## src/hw/rtl/scf_pkg.sv

```systemverilog
package scf_pkg;

    // Register indexes on the configuration port
    localparam logic [2:0] REG_VIS_W  = 3'd0;
    localparam logic [2:0] REG_VIS_H  = 3'd1;
    localparam logic [2:0] REG_MAX_X  = 3'd2;
    localparam logic [2:0] REG_MAX_Y  = 3'd3;
    localparam logic [2:0] REG_BUF_W  = 3'd4;
    localparam logic [2:0] REG_BUF_H  = 3'd5;
    localparam logic [2:0] REG_STEP   = 3'd6;

    // Opcodes
    localparam logic OP_TICK = 1'b0;
    localparam logic OP_SET  = 1'b1;

    // Register reset values
    localparam logic [9:0]  RST_VIS_W = 10'd256;
    localparam logic [9:0]  RST_VIS_H = 10'd192;
    localparam logic [15:0] RST_MAX   = 16'd0;
    localparam logic [12:0] RST_BUF_W = 13'd512;
    localparam logic [12:0] RST_BUF_H = 13'd256;
    localparam logic [2:0]  RST_STEP  = 3'd1;

    // Motion constants
    localparam logic [16:0] DISP_CAP   = 17'd64;
    localparam logic [16:0] FAST_MAG   = 17'd24;
    localparam logic [16:0] MID_MAG    = 17'd4;
    localparam logic [4:0]  MAX_SPEED  = 5'd5;
    localparam logic [3:0]  TILE_MASK  = 4'hF;

    typedef struct packed {
        logic               opcode;
        logic               follow;
        logic [15:0]        actor_x;
        logic [15:0]        actor_y;
        logic [10:0]        cursor_x;
        logic [10:0]        cursor_y;
        logic signed [15:0] set_x;
        logic signed [15:0] set_y;
    } t_req;

    typedef struct packed {
        logic [15:0] cam_x;
        logic [15:0] cam_y;
        logic [11:0] wrap_x;
        logic [11:0] wrap_y;
        logic        map_update;
    } t_res;

    typedef struct packed {
        logic [2:0]  index;
        logic [15:0] value;
    } t_cfg;

endpackage

```

## src/hw/rtl/scf_if.sv

```systemverilog
interface scf_req_if;
    logic          valid;
    logic          ready;
    scf_pkg::t_req data;
    modport source (output valid, output data, input ready);
    modport sink   (input valid, input data, output ready);
endinterface

interface scf_res_if;
    logic          valid;
    logic          ready;
    scf_pkg::t_res data;
    modport source (output valid, output data, input ready);
    modport sink   (input valid, input data, output ready);
endinterface

interface scf_cfg_if;
    logic          valid;
    logic          ready;
    scf_pkg::t_cfg data;
    modport source (output valid, output data, input ready);
    modport sink   (input valid, input data, output ready);
endinterface

```

## src/hw/rtl/scroll_camera_follow.sv

```systemverilog
// Scroll camera, one request per video frame.
// i_req carries a frame tick (move towards the actor/cursor target) or a
// set-position request; each accepted request yields exactly one result on
// o_res: camera x/y, plain and wrapped by the map buffer size, and map_update.
// i_cfg writes the seven registers by index and is always ready; write it
// only while no request is in flight. Index 7 is ignored.
// Both axes pass through one shared axis unit in turn: per axis the offset,
// the target, the speed lookup, the pixel steps (0 to 5), then the
// bit-serial remainder over the 16 position bits. A holding tick skips the
// target, and a set position goes from the offset state straight to the
// remainder. i_req is ready again once the result is registered, so a new
// request is taken only after the last one's result is in the output register.
// The result sits in an output register; if the receiver stalls, the next
// request is still taken and worked on, and waits only to be written out.
// Reset (synchronous, active low) restores the register defaults, puts the
// camera at the origin, the ramp phase at zero and drops any pending result.
module scroll_camera_follow (
    input  logic        i_clk,
    input  logic        i_rst_n,
    scf_req_if.sink     i_req,
    scf_res_if.source   o_res,
    scf_cfg_if.sink     i_cfg
);

    typedef enum logic [2:0] {
        S_IDLE,
        S_OFF,
        S_TGT,
        S_SPD,
        S_STEP,
        S_MOD,
        S_DONE
    } t_state;

    t_state        r_state;
    logic          r_axis;
    scf_pkg::t_req r_item;
    logic [15:0]   r_cam_x, r_cam_y;
    logic [2:0]    r_phase;
    logic signed [11:0] r_off;
    logic [15:0]   r_tgt;
    logic [2:0]    r_cnt;
    logic [12:0]   r_rem;
    logic [3:0]    r_bit;
    logic          r_flag;
    logic [11:0]   r_wrap_x;
    logic [11:0]   r_wrap_y;
    scf_pkg::t_res r_res;
    logic          r_res_valid;

    logic [9:0]    r_vis_w, r_vis_h;
    logic [15:0]   r_max_x, r_max_y;
    logic [12:0]   r_buf_w, r_buf_h;
    logic [2:0]    r_step;

    // Operands of the selected axis
    logic [15:0]        a_pos, a_hi, a_actor;
    logic [10:0]        a_cursor;
    logic [9:0]         a_vis;
    logic signed [15:0] a_set;
    logic [12:0]        a_buf;

    logic signed [11:0] d_diff, n_off;
    logic signed [17:0] tgt_sum;
    logic [15:0]        n_tgt_follow, n_tgt_hold, n_set_pos;
    logic [16:0]        mag;
    logic [2:0]         row;
    logic [4:0]         speed;
    logic [2:0]         n_cnt;
    logic               go_up, go_dn, on_tile;
    logic [13:0]        rem_sh, rem_nx;
    logic [11:0]        n_wrap;
    logic               load_res;

    assign a_pos    = r_axis ? r_cam_y : r_cam_x;
    assign a_hi     = r_axis ? r_max_y : r_max_x;
    assign a_actor  = r_axis ? r_item.actor_y : r_item.actor_x;
    assign a_cursor = r_axis ? r_item.cursor_y : r_item.cursor_x;
    assign a_vis    = r_axis ? r_vis_h : r_vis_w;
    assign a_set    = r_axis ? r_item.set_y : r_item.set_x;
    assign a_buf    = r_axis ? r_buf_h : r_buf_w;

    // Three-quarter offset: d - floor(d / 4)
    assign d_diff = signed'({1'b0, a_cursor}) - signed'({2'b00, a_vis});
    assign n_off  = d_diff - (d_diff >>> 2);

    assign tgt_sum = signed'({2'b00, a_actor}) + signed'({{6{r_off[11]}}, r_off});

    always_comb begin
        if (tgt_sum < 0) begin
            n_tgt_follow = '0;
        end else if (tgt_sum > signed'({2'b00, a_hi})) begin
            n_tgt_follow = a_hi;
        end else begin
            n_tgt_follow = tgt_sum[15:0];
        end
    end

    assign n_tgt_hold = (a_pos > a_hi) ? a_hi : a_pos;

    always_comb begin
        if (a_set < 0) begin
            n_set_pos = '0;
        end else if ({1'b0, a_set[14:0]} > a_hi) begin
            n_set_pos = a_hi;
        end else begin
            n_set_pos = {1'b0, a_set[14:0]};
        end
    end

    // Speed lookup from capped displacement and ramp phase
    assign mag = (r_tgt > a_pos) ? ({1'b0, r_tgt} - {1'b0, a_pos})
                                 : ({1'b0, a_pos} - {1'b0, r_tgt});

    always_comb begin
        if (mag >= scf_pkg::FAST_MAG) begin
            row = 3'd5;
        end else if (mag >= scf_pkg::MID_MAG) begin
            row = 3'd4;
        end else begin
            row = mag[2:0];
        end
    end

    always_comb begin
        case (row)
            3'd1:    speed = (r_phase[1] == 1'b0) ? {2'b00, r_step} : 5'd0;
            3'd2:    speed = (r_phase[1:0] != 2'b11) ? {2'b00, r_step} : 5'd0;
            3'd3:    speed = {2'b00, r_step};
            3'd4:    speed = {1'b0, r_step, 1'b0};
            3'd5:    speed = {r_step, 2'b00};
            default: speed = 5'd0;
        endcase
    end

    assign n_cnt = (speed > scf_pkg::MAX_SPEED) ? 3'd0 : speed[2:0];

    // Single-pixel step; the limit checks stop a step at 0 and max
    assign go_up   = (r_tgt > a_pos) && (a_pos < a_hi);
    assign go_dn   = (r_tgt < a_pos) && (a_pos != 16'd0);
    assign on_tile = (a_pos[3:0] & scf_pkg::TILE_MASK) == 4'h0;

    // Restoring remainder, one bit of the position per cycle
    assign rem_sh = {r_rem, a_pos[r_bit]};
    assign rem_nx = (rem_sh >= {1'b0, a_buf}) ? (rem_sh - {1'b0, a_buf}) : rem_sh;
    assign n_wrap = (a_buf == 13'd0) ? a_pos[11:0] : rem_nx[11:0];

    assign load_res = (r_state == S_DONE) && (!r_res_valid || o_res.ready);

    assign i_req.ready = (r_state == S_IDLE);
    assign o_res.valid = r_res_valid;
    assign o_res.data  = r_res;
    assign i_cfg.ready = 1'b1;

    always_ff @(posedge i_clk) begin
        if (!i_rst_n) begin
            r_vis_w <= scf_pkg::RST_VIS_W;
            r_vis_h <= scf_pkg::RST_VIS_H;
            r_max_x <= scf_pkg::RST_MAX;
            r_max_y <= scf_pkg::RST_MAX;
            r_buf_w <= scf_pkg::RST_BUF_W;
            r_buf_h <= scf_pkg::RST_BUF_H;
            r_step  <= scf_pkg::RST_STEP;
        end else if (i_cfg.valid) begin
            case (i_cfg.data.index)
                scf_pkg::REG_VIS_W: r_vis_w <= i_cfg.data.value[9:0];
                scf_pkg::REG_VIS_H: r_vis_h <= i_cfg.data.value[9:0];
                scf_pkg::REG_MAX_X: r_max_x <= i_cfg.data.value;
                scf_pkg::REG_MAX_Y: r_max_y <= i_cfg.data.value;
                scf_pkg::REG_BUF_W: r_buf_w <= i_cfg.data.value[12:0];
                scf_pkg::REG_BUF_H: r_buf_h <= i_cfg.data.value[12:0];
                scf_pkg::REG_STEP:  r_step  <= i_cfg.data.value[2:0];
                default: ;
            endcase
        end
    end

    always_ff @(posedge i_clk) begin
        if (!i_rst_n) begin
            r_state     <= S_IDLE;
            r_axis      <= 1'b0;
            r_cam_x     <= '0;
            r_cam_y     <= '0;
            r_phase     <= '0;
            r_flag      <= 1'b0;
            r_res_valid <= 1'b0;
        end else begin
            if (load_res) begin
                r_res_valid <= 1'b1;
            end else if (o_res.ready) begin
                r_res_valid <= 1'b0;
            end
            case (r_state)
                S_IDLE: begin
                    if (i_req.valid) begin
                        r_item  <= i_req.data;
                        r_axis  <= 1'b0;
                        r_flag  <= 1'b0;
                        r_state <= S_OFF;
                    end
                end
                S_OFF: begin
                    r_rem <= '0;
                    r_bit <= 4'd15;
                    if (r_item.opcode == scf_pkg::OP_SET) begin
                        if (r_axis) begin
                            r_cam_y <= n_set_pos;
                        end else begin
                            r_cam_x <= n_set_pos;
                        end
                        r_state <= S_MOD;
                    end else if (r_item.follow) begin
                        r_off   <= n_off;
                        r_state <= S_TGT;
                    end else begin
                        r_tgt   <= n_tgt_hold;
                        r_state <= S_SPD;
                    end
                end
                S_TGT: begin
                    r_tgt   <= n_tgt_follow;
                    r_state <= S_SPD;
                end
                S_SPD: begin
                    r_cnt   <= n_cnt;
                    r_state <= S_STEP;
                end
                S_STEP: begin
                    if (r_cnt != 3'd0) begin
                        r_cnt <= r_cnt - 3'd1;
                        if ((go_up || go_dn) && on_tile) begin
                            r_flag <= 1'b1;
                        end
                        if (go_up || go_dn) begin
                            if (r_axis) begin
                                r_cam_y <= go_up ? a_pos + 16'd1 : a_pos - 16'd1;
                            end else begin
                                r_cam_x <= go_up ? a_pos + 16'd1 : a_pos - 16'd1;
                            end
                        end
                    end else begin
                        r_state <= S_MOD;
                    end
                end
                S_MOD: begin
                    r_rem <= rem_nx[12:0];
                    r_bit <= r_bit - 4'd1;
                    if (r_bit == 4'd0) begin
                        if (r_axis) begin
                            r_wrap_y <= n_wrap;
                            r_state  <= S_DONE;
                        end else begin
                            r_wrap_x <= n_wrap;
                            r_axis   <= 1'b1;
                            r_state  <= S_OFF;
                        end
                    end
                end
                S_DONE: begin
                    // Hold until the output register is free
                    if (load_res) begin
                        r_res.cam_x      <= r_cam_x;
                        r_res.cam_y      <= r_cam_y;
                        r_res.wrap_x     <= r_wrap_x;
                        r_res.wrap_y     <= r_wrap_y;
                        r_res.map_update <= r_flag;
                        if (r_item.opcode == scf_pkg::OP_TICK) begin
                            r_phase <= r_phase + 3'd1;
                        end
                        r_state <= S_IDLE;
                    end
                end
                default: r_state <= S_IDLE;
            endcase
        end
    end

    // The running remainder stays below a nonzero modulus
    a_rem_bound: assert property (@(posedge i_clk) disable iff (!i_rst_n)
        (r_state == S_MOD && a_buf != 13'd0) |-> ({1'b0, r_rem} < {1'b0, a_buf}))
        else $error("remainder not below modulus");

    // A step cycle moves the camera by at most one pixel on each axis
    a_step_one: assert property (@(posedge i_clk) disable iff (!i_rst_n)
        (r_state == S_STEP) |=>
        (((r_cam_x - $past(r_cam_x)) == 16'd0) || ((r_cam_x - $past(r_cam_x)) == 16'd1)
         || (($past(r_cam_x) - r_cam_x) == 16'd1))
        && (((r_cam_y - $past(r_cam_y)) == 16'd0) || ((r_cam_y - $past(r_cam_y)) == 16'd1)
         || (($past(r_cam_y) - r_cam_y) == 16'd1)))
        else $error("camera moved more than one pixel in a step");

    // A set-position result never raises map_update
    a_set_no_flag: assert property (@(posedge i_clk) disable iff (!i_rst_n)
        (load_res && r_item.opcode == scf_pkg::OP_SET) |=> !o_res.data.map_update)
        else $error("map_update raised on set position");

    // The step counter never exceeds the largest speed
    a_cnt_range: assert property (@(posedge i_clk) disable iff (!i_rst_n)
        (r_state == S_SPD) |=> ({2'b00, r_cnt} <= scf_pkg::MAX_SPEED))
        else $error("step count out of range");

endmodule

```

## src/flat_wrapper.sv

```systemverilog
// flat-port wrapper written by rule: the top's interface ports become plain ports
module scroll_camera_follow_flat 
  (i_clk, i_rst_n, i_req_valid, i_req_data, i_req_ready, o_res_valid, o_res_data, o_res_ready, i_cfg_valid, i_cfg_data, i_cfg_ready);
  scf_req_if i_req_i ();
  scf_res_if o_res_i ();
  scf_cfg_if i_cfg_i ();
  input  logic i_clk;
  input  logic i_rst_n;
  input wire logic [$bits(i_req_i.valid)-1:0] i_req_valid;
  input wire logic [$bits(i_req_i.data)-1:0] i_req_data;
  output wire logic [$bits(i_req_i.ready)-1:0] i_req_ready;
  output wire logic [$bits(o_res_i.valid)-1:0] o_res_valid;
  output wire logic [$bits(o_res_i.data)-1:0] o_res_data;
  input wire logic [$bits(o_res_i.ready)-1:0] o_res_ready;
  input wire logic [$bits(i_cfg_i.valid)-1:0] i_cfg_valid;
  input wire logic [$bits(i_cfg_i.data)-1:0] i_cfg_data;
  output wire logic [$bits(i_cfg_i.ready)-1:0] i_cfg_ready;
  assign i_req_i.valid = i_req_valid;
  assign i_req_i.data = i_req_data;
  assign i_req_ready = i_req_i.ready;
  assign o_res_valid = o_res_i.valid;
  assign o_res_data = o_res_i.data;
  assign o_res_i.ready = o_res_ready;
  assign i_cfg_i.valid = i_cfg_valid;
  assign i_cfg_i.data = i_cfg_data;
  assign i_cfg_ready = i_cfg_i.ready;
  scroll_camera_follow u_core (.i_clk(i_clk), .i_rst_n(i_rst_n), .i_req(i_req_i), .o_res(o_res_i), .i_cfg(i_cfg_i));
endmodule
```

## config.mk

```make
export PLATFORM = sky130hd
export DESIGN_NAME = scroll_camera_follow_flat
export DESIGN_NICKNAME = d
export VERILOG_FILES = /design/src/hw/rtl/scf_pkg.sv /design/src/hw/rtl/scf_if.sv /design/src/hw/rtl/scroll_camera_follow.sv /design/src/flat_wrapper.sv
export SDC_FILE = /design/constraint.sdc
export NUM_CORES = 1
export LEC_CHECK = 0
export ABC_AREA = 1
export BUFFER_PORTS_ARGS = -buffer_cell sky130_fd_sc_hd__buf_2
export CAP_MARGIN = 20
export CORE_MARGIN = 5
export CORE_UTILIZATION = 35
export DETAILED_ROUTE_END_ITERATION = 8
export GPL_TIMING_DRIVEN = 1
export RECOVER_POWER = 50
export SYNTH_ARGS = -nofsm -noshare
export SYNTH_HDL_FRONTEND = slang
export SYNTH_SLANG_ARGS = --single-unit
```

## constraint.sdc

```tcl
create_clock -name i_clk -period 5.3 [get_ports i_clk]
set_clock_uncertainty 0.1 [all_clocks]
set_input_delay 0.265 -clock i_clk [delete_from_list [all_inputs] [get_ports i_clk]]
set_output_delay 0.265 -clock i_clk [all_outputs]
set_load 0.05 [all_outputs]
```

---- Word-level counts from Yosys, hierarchy flattened ----
Cells that the tools add are included.
word-level totals
  bits in registers ....................... 339
  input bits .............................. 112
  output and inout bits ................... 60
cells by class
  add/sub/neg operators ................... 11
  magnitude comparators ................... 13
  eq/ne operators ......................... 32
  muxes and demuxes ....................... 59
  bitwise operators ....................... 2
  reduce and logical (&&, ||, !) cells .... 42
operator list
  kind                                                                 number
  two-way mux 16 bit                                                   22
  one-hot mux 16 bit (2 select lines)                                  3
  two-way mux 3 bit                                                    12
  subtractor 16 x 16 -> 17 bit                                         2
  greater-than comparator 16 bit                                       2
  less-than comparator 16 bit                                          2
  two-way mux 13 bit                                                   2
  one-hot mux 13 bit (2 select lines)                                  1
  one-hot mux 5 bit (5 select lines)                                   1
  == test 3 bit (second input constant)                                8
  AND reduction 4 bit                                                  6
  one-hot mux 3 bit (7 select lines)                                   1
  adder 17 x 12 -> 18 bit                                              1
  == test 3 x 2 -> 1 bit (second input constant)                       6
  greater-than comparator 18 x 17 -> 1 bit                             1
  less-than comparator 18 x 1 -> 1 bit (second input constant)         1
  greater-or-equal comparator 17 x 3 -> 1 bit (second input constant)  1
  greater-or-equal comparator 17 x 5 -> 1 bit (second input constant)  1
  two-way mux 17 bit                                                   1
  adder 16 x 1 -> 16 bit (second input constant)                       1
  greater-than comparator 15 x 16 -> 1 bit                             1
  less-than comparator 16 x 1 -> 1 bit (second input constant)         1
  inequality test 2 x 1 -> 1 bit (second input constant)               8
  AND reduction 2 bit                                                  8
  other kinds (32)                                                     66

---- Longest topological paths before layout ----
  word-level depth ........................ 11
  mapped depth ............................ 32
  depth with buffers taken out ............ 31

---- Worst setup path after synthesis ----
No wires, ideal clock.
  path type ............................... input -> register
  start ................................... in i_rst_n
  end ..................................... reg u_core.r_res, in the netlist u_core.o_res.data[0], enable pin
  arrival ................................. 4722 ps
  required time ........................... 4658 ps
  path slack .............................. -64 ps
  cell stages on the path ................. 4
  cell sequence ........................... clkbuf_1 -> inv_1 -> clkbuf_1 -> nor3_1
on the way
  longest elaborated chain between the ends .. 1
ends and longest elaborated chain
  item                                  line                        source
  start, declared                       flat_wrapper.sv:8           input logic i_rst_n;
  AND reduction 3 bit (no source line)  n/a
  end, declared                         scroll_camera_follow.sv:48  scf_pkg::t_res r_res;
No other way between the ends.
A chain may end at the register's enable or synchronous reset.

---- Worst setup path in the final report ----
  start ................................... reg u_core.r_axis
  end ..................................... reg u_core.r_cam_x[12]
on the way
  longest elaborated chain between the ends .. 8
ends and longest elaborated chain
  item                                                                                  line                                                    source
  start, declared                                                                       scroll_camera_follow.sv:36                              logic r_axis;
  start signal, assigned                                                                scroll_camera_follow.sv:181                             r_axis <= 1'b0;
  start signal, assigned                                                                scroll_camera_follow.sv:197                             r_axis <= 1'b0;
  start signal, assigned                                                                scroll_camera_follow.sv:254                             r_axis <= 1'b1;
  two-way mux 16 bit, on equally long branches                                          scroll_camera_follow.sv:75, scroll_camera_follow.sv:76
  greater-than comparator 16 bit / less-than comparator 16 bit (equally long branches)  scroll_camera_follow.sv:139                             assign go_up = (r_tgt > a_pos) && (a_pos < a_hi);
  logical AND 1 bit                                                                     scroll_camera_follow.sv:139
  two-way mux 16 bit                                                                    scroll_camera_follow.sv:238                             r_cam_x <= go_up ? a_pos + 16'd1 : a_pos - 16'd1;
  two-way mux 16 bit                                                                    scroll_camera_follow.sv:235                             if (r_axis) begin
  two-way mux 16 bit                                                                    scroll_camera_follow.sv:234                             if (go_up || go_dn) begin
  two-way mux 16 bit                                                                    scroll_camera_follow.sv:229                             if (r_cnt != 3'd0) begin
  one-hot mux 16 bit (2 select lines)                                                   scroll_camera_follow.sv:193                             case (r_state)
  end signal, assigned                                                                  scroll_camera_follow.sv:209                             r_cam_x <= n_set_pos;
  end signal, assigned                                                                  scroll_camera_follow.sv:238
  end, declared                                                                         scroll_camera_follow.sv:38                              logic [15:0] r_cam_x, r_cam_y;
Several ways; a longest one is shown, not always the timed one. The select of a mux whose other input is x is not followed.

==> impl_metrics.toml <==
[layout]
n_fill_cell = 5654
stdcell_count = 3514
area_growth_pct = 21.8
diodes = 0
multi_input_area_um2 = 9750
drive_gt1_share_pct = 10.5
final_nets = 2995
finalInstanceArea_um2 = 24300
ff_latch_area_um2 = 8940

[drt]
totalWireLength_um = 62300
ant_nets = 0
drtIter0Drc = 1368
vias = 17700
wl_per_cell_um = 17.7
post-route-drc-count = 0
drt_pass1_iterations = 6
vias_per_cell = 5.05

[timing]
period_share_pct = 93.2
worstMarginPinSlew_ns = 1.06
fin_tns_setup_ns = 0
worst_slack_ns = 0.358
fmaxAchievable_ghz = 0.202
hold_violations = 0
slew_headroom_pct = 29.5
setup-violations-final = 0
drv_slew = 0
fin_hold_ws_ns = 0.00110
post-route-min-period_ns = 4.94
rsz0062_at_grt = "no"

[placed_design]
hpwl_um = 46800
gp_congestion = 0.937
placed_cells = 3336
postPlaceCellArea_um2 = 22000
pre_cts_slack_ns = 0.439
port_buffers = 170

[critical_path]
r2r-start = "u_core.r_axis$_SDFFE_PN0P_"
cp.required_ns = 5.70
cp.depth = 24
ff2ff_path_depth = 24
r2r_end = "u_core.r_cam_x[12]$_SDFFE_PN0P_"
cp-start-kind = "register"
rrSetupSlack_ns = 0.36
path_cells = "inv_2, or2_2, o21ai_0, inv_1, ha_1, nand2_1, nor2_4, nand3_2, nand3_2, nand2_2, nand2_4, nand2_4, or2_4, buf_4, ha_1, a21oi_1, o21ai_0, nand2_1, o2111ai_1, nand2_1, inv_1, o31ai_1, nand2_1, a21oi_1"
crit_fanout = 15
worstSetupPathType = "reg2reg"
critPathMaxStageDelay_ns = 0.72
cp_slowest_cell = "o31ai_1"
cp_common_cell = "nand2_1"
crit_buf_inv = 4
cp-startpoint = "u_core.r_axis$_SDFFE_PN0P_"
cp-endpoint = "u_core.r_cam_x[12]$_SDFFE_PN0P_"
cpLargestDelayFamily = "simple AND/OR/NAND/NOR gates"
cp_data_arrival_time_ns = 5.34
cp-end-kind = "register"

[global_routing]
grt_max_degree = 88
grt_first_pass_wirelength_um = 96300
antenna_found_initial = 0
grt_pass1_vias = 17300
gr-total-overflow = 0
track_usage_pct = 19.4

[yosys]
ys_warn_count = 0
synth_most_common_cell = "nand2_1"
yosysTopAreaCell = "edfxtp_1"
synth_common_cells = "612 x nand2_1, 272 x nor2_1, 245 x inv_1"
netlist_instances = 2409
seq_area_frac_synth_pct = 44.8
synth_seq_cells = 338
synthArstFlopShare_pct = 0
synth_area_leaders = "edfxtp_1 33%, dfxtp_1 12%, nand2_1 12%"
syn_area_um2 = 20000
ys.flop_type = "edfxtp_1"
synth_area_per_cell_um2 = 8.28
synth_edf_count = 217
synth_fp_nets = 2677
yosysTopAreaCellShare_pct = 32.7
synthDistinctLibCells = 58

[die]
start_util_pct = 35.4
std_cell_rows = 87
num_io_pins = 172
dieWidth_um = 249
dieArea_um2 = 61900
coreArea_um2 = 56400
die_h_um = 249

[clock_tree]
clk_latency_ns = 0.57
root_buffer = "clkbuf_16"
cts_buffers = 39
cts_htree_levels = 2
clkSinkCount = 338
cts_tree = "built"
clockBufferDepth = 3
cts_post_setup_buffers_inserted = 0
cts.clk_slew.worst_paths_ns = 0.07

[power_and_ir_drop]
clkPwrFrac_pct = 29.4
seqPwrFrac_pct = 34.2
switchingPower_w = 0.00338
internal_power_w = 0.00582
p_leak_nw = 10.7
peakVddDrop_v = 0.000267
combPwrFrac_pct = 36.4
p_sw_share_pct = 36.8
power_density_nw_per_um2 = 378

[run]
drv_cap = 0

[hold_path]
hold_class = "in2reg"

[run_status]
status = "finished clean"
==> sequential cells by signal, summed over array words and instances, names as in the netlist, 3 cells and up <==
signal / count
u_core.r_tgt: 16
u_core.r_buf_h: 13
u_core.r_state: 3
u_core.r_vis_w: 10
u_core.r_buf_w: 13
u_core.r_bit: 4
u_core.r_cam_y: 16
u_core.r_wrap_x: 12
u_core.o_res.data: 57
u_core.r_vis_h: 10
u_core.r_off: 12
u_core.r_rem: 13
u_core.r_item: 88
u_core.r_step: 3
u_core.r_max_x: 16
u_core.r_cnt: 3
u_core.r_cam_x: 16
u_core.r_max_y: 16
u_core.r_wrap_y: 12
==> cell families (layout without fill, tap and decap cells) <==
logic type / Yosys count / count (layout) / synth area share, %
compound gates: 388 / 388 / 10.8
xor+xnor: 54 / 54 / 2.37
other cells: 1 / 1 / 0.0188
mux: 50 / 50 / 2.51
buf+inv: 326 / 675 / 6.44
flops: 338 / 338 / 44.8
fa+ha+maj: 156 / 156 / 10.0
simple gates: 1096 / 1096 / 23.0
==> metal layers <==
metal / routed length (um) / vias up / global-route usage (%)
met5: 0 / - / 0
met1: 26700 / 8259 / 25.0
met4: 2560 / 0 / 7.71
met2: 29000 / 635 / 32.1
li1: - / 8708 / -
met3: 4120 / 138 / 3.82
==> stage by stage <==
| stage | util [%] | power [W] |
|---|---|---|
| final | 43.1 | 0.00920 |
| after global routing | 43.1 | 0.00978 |
| after CTS | 43.2 | 0.00921 |
| after detailed placement | 39.1 | 0.00643 |
| after global placement | 39.1 | 0.00638 |
| after floorplan | - | 0.00550 |
==> how the worst min path moves through the flow <==
stage,start,to,cells past startpoint
2_1_floorplan,i_req_data[0],u_core.r_item[0]$_DFFE_PP_,0
3_3_place_gp,u_core.r_wrap_y[11]$_DFFE_PP_,u_core.o_res.data[12]$_DFFE_PP_,0
3_5_place_dp,u_core.r_wrap_y[11]$_DFFE_PP_,u_core.o_res.data[12]$_DFFE_PP_,0
4_1_cts,i_req_valid,u_core.r_flag$_SDFFE_PN0P_,4
5_1_grt,i_req_valid,u_core.r_flag$_SDFFE_PN0P_,4
6_report,i_req_valid,u_core.r_flag$_SDFFE_PN0P_,4
==> area by class of cell <==
class	instances	share of cell area [%]
Multi-Input combinational cell	1745	40.1
Sequential cell	338	36.8
Timing Repair Buffer	347	9.79
Clock buffer	55	4.68
Inverter	256	3.96
Tap cell	756	3.89
Clock inverter	17	0.726
==> power by group through the flow <==
| stage | logic (W) | registers [W] | clock network, W |
|---|---|---|---|
| final | 0.00334 | 0.00315 | 0.00271 |
| after global routing | 0.00374 | 0.00316 | 0.00287 |
| after CTS | 0.00330 | 0.00314 | 0.00276 |
| after detailed placement | 0.00323 | 0.00320 | 0 |
| after global placement | 0.00318 | 0.00320 | 0 |
| after floorplan | 0.00233 | 0.00317 | 0 |
==> layout by cell type (no fill, tap or decap), types with 5 or more instances in the layout <==
master / count
nor2_1: 272
inv_1: 245
o21ai_0: 161
o21ai_1: 7
nand3_1: 110
a211oi_1: 7
nor2_2: 5
buf_2: 91
xor2_1: 40
nand3b_1: 5
xnor2_1: 14
nand4_1: 33
clkbuf_1: 86
inv_2: 8
nand2_2: 9
o21bai_1: 8
o211ai_1: 33
mux2i_1: 49
clkbuf_8: 8
or2_2: 14
clkbuf_16: 40
a21o_1: 5
dlygate4sd3_1: 105
ha_1: 149
nor3_1: 12
buf_4: 66
a21oi_1: 142
edfxtp_1: 217
nand2_1: 612
dfxtp_1: 120
fa_1: 7
==> timing repair <==
item                                   CTS  global route
hold buffers                           105             0
setup endpoints to repair                0            21
resized for setup                        0             3
endpoints found under the hold margin  165             0
==> worst min-delay path: cells and delay by family <==
kind / cells / cell delay (ns)
AO/OA/AOI/OAI: 1 / 0.06
buffers and inverters: 1 / 0.10
AND/OR/NAND/NOR: 2 / 0.20
Note: power is estimated with default switching activity, not from simulation.
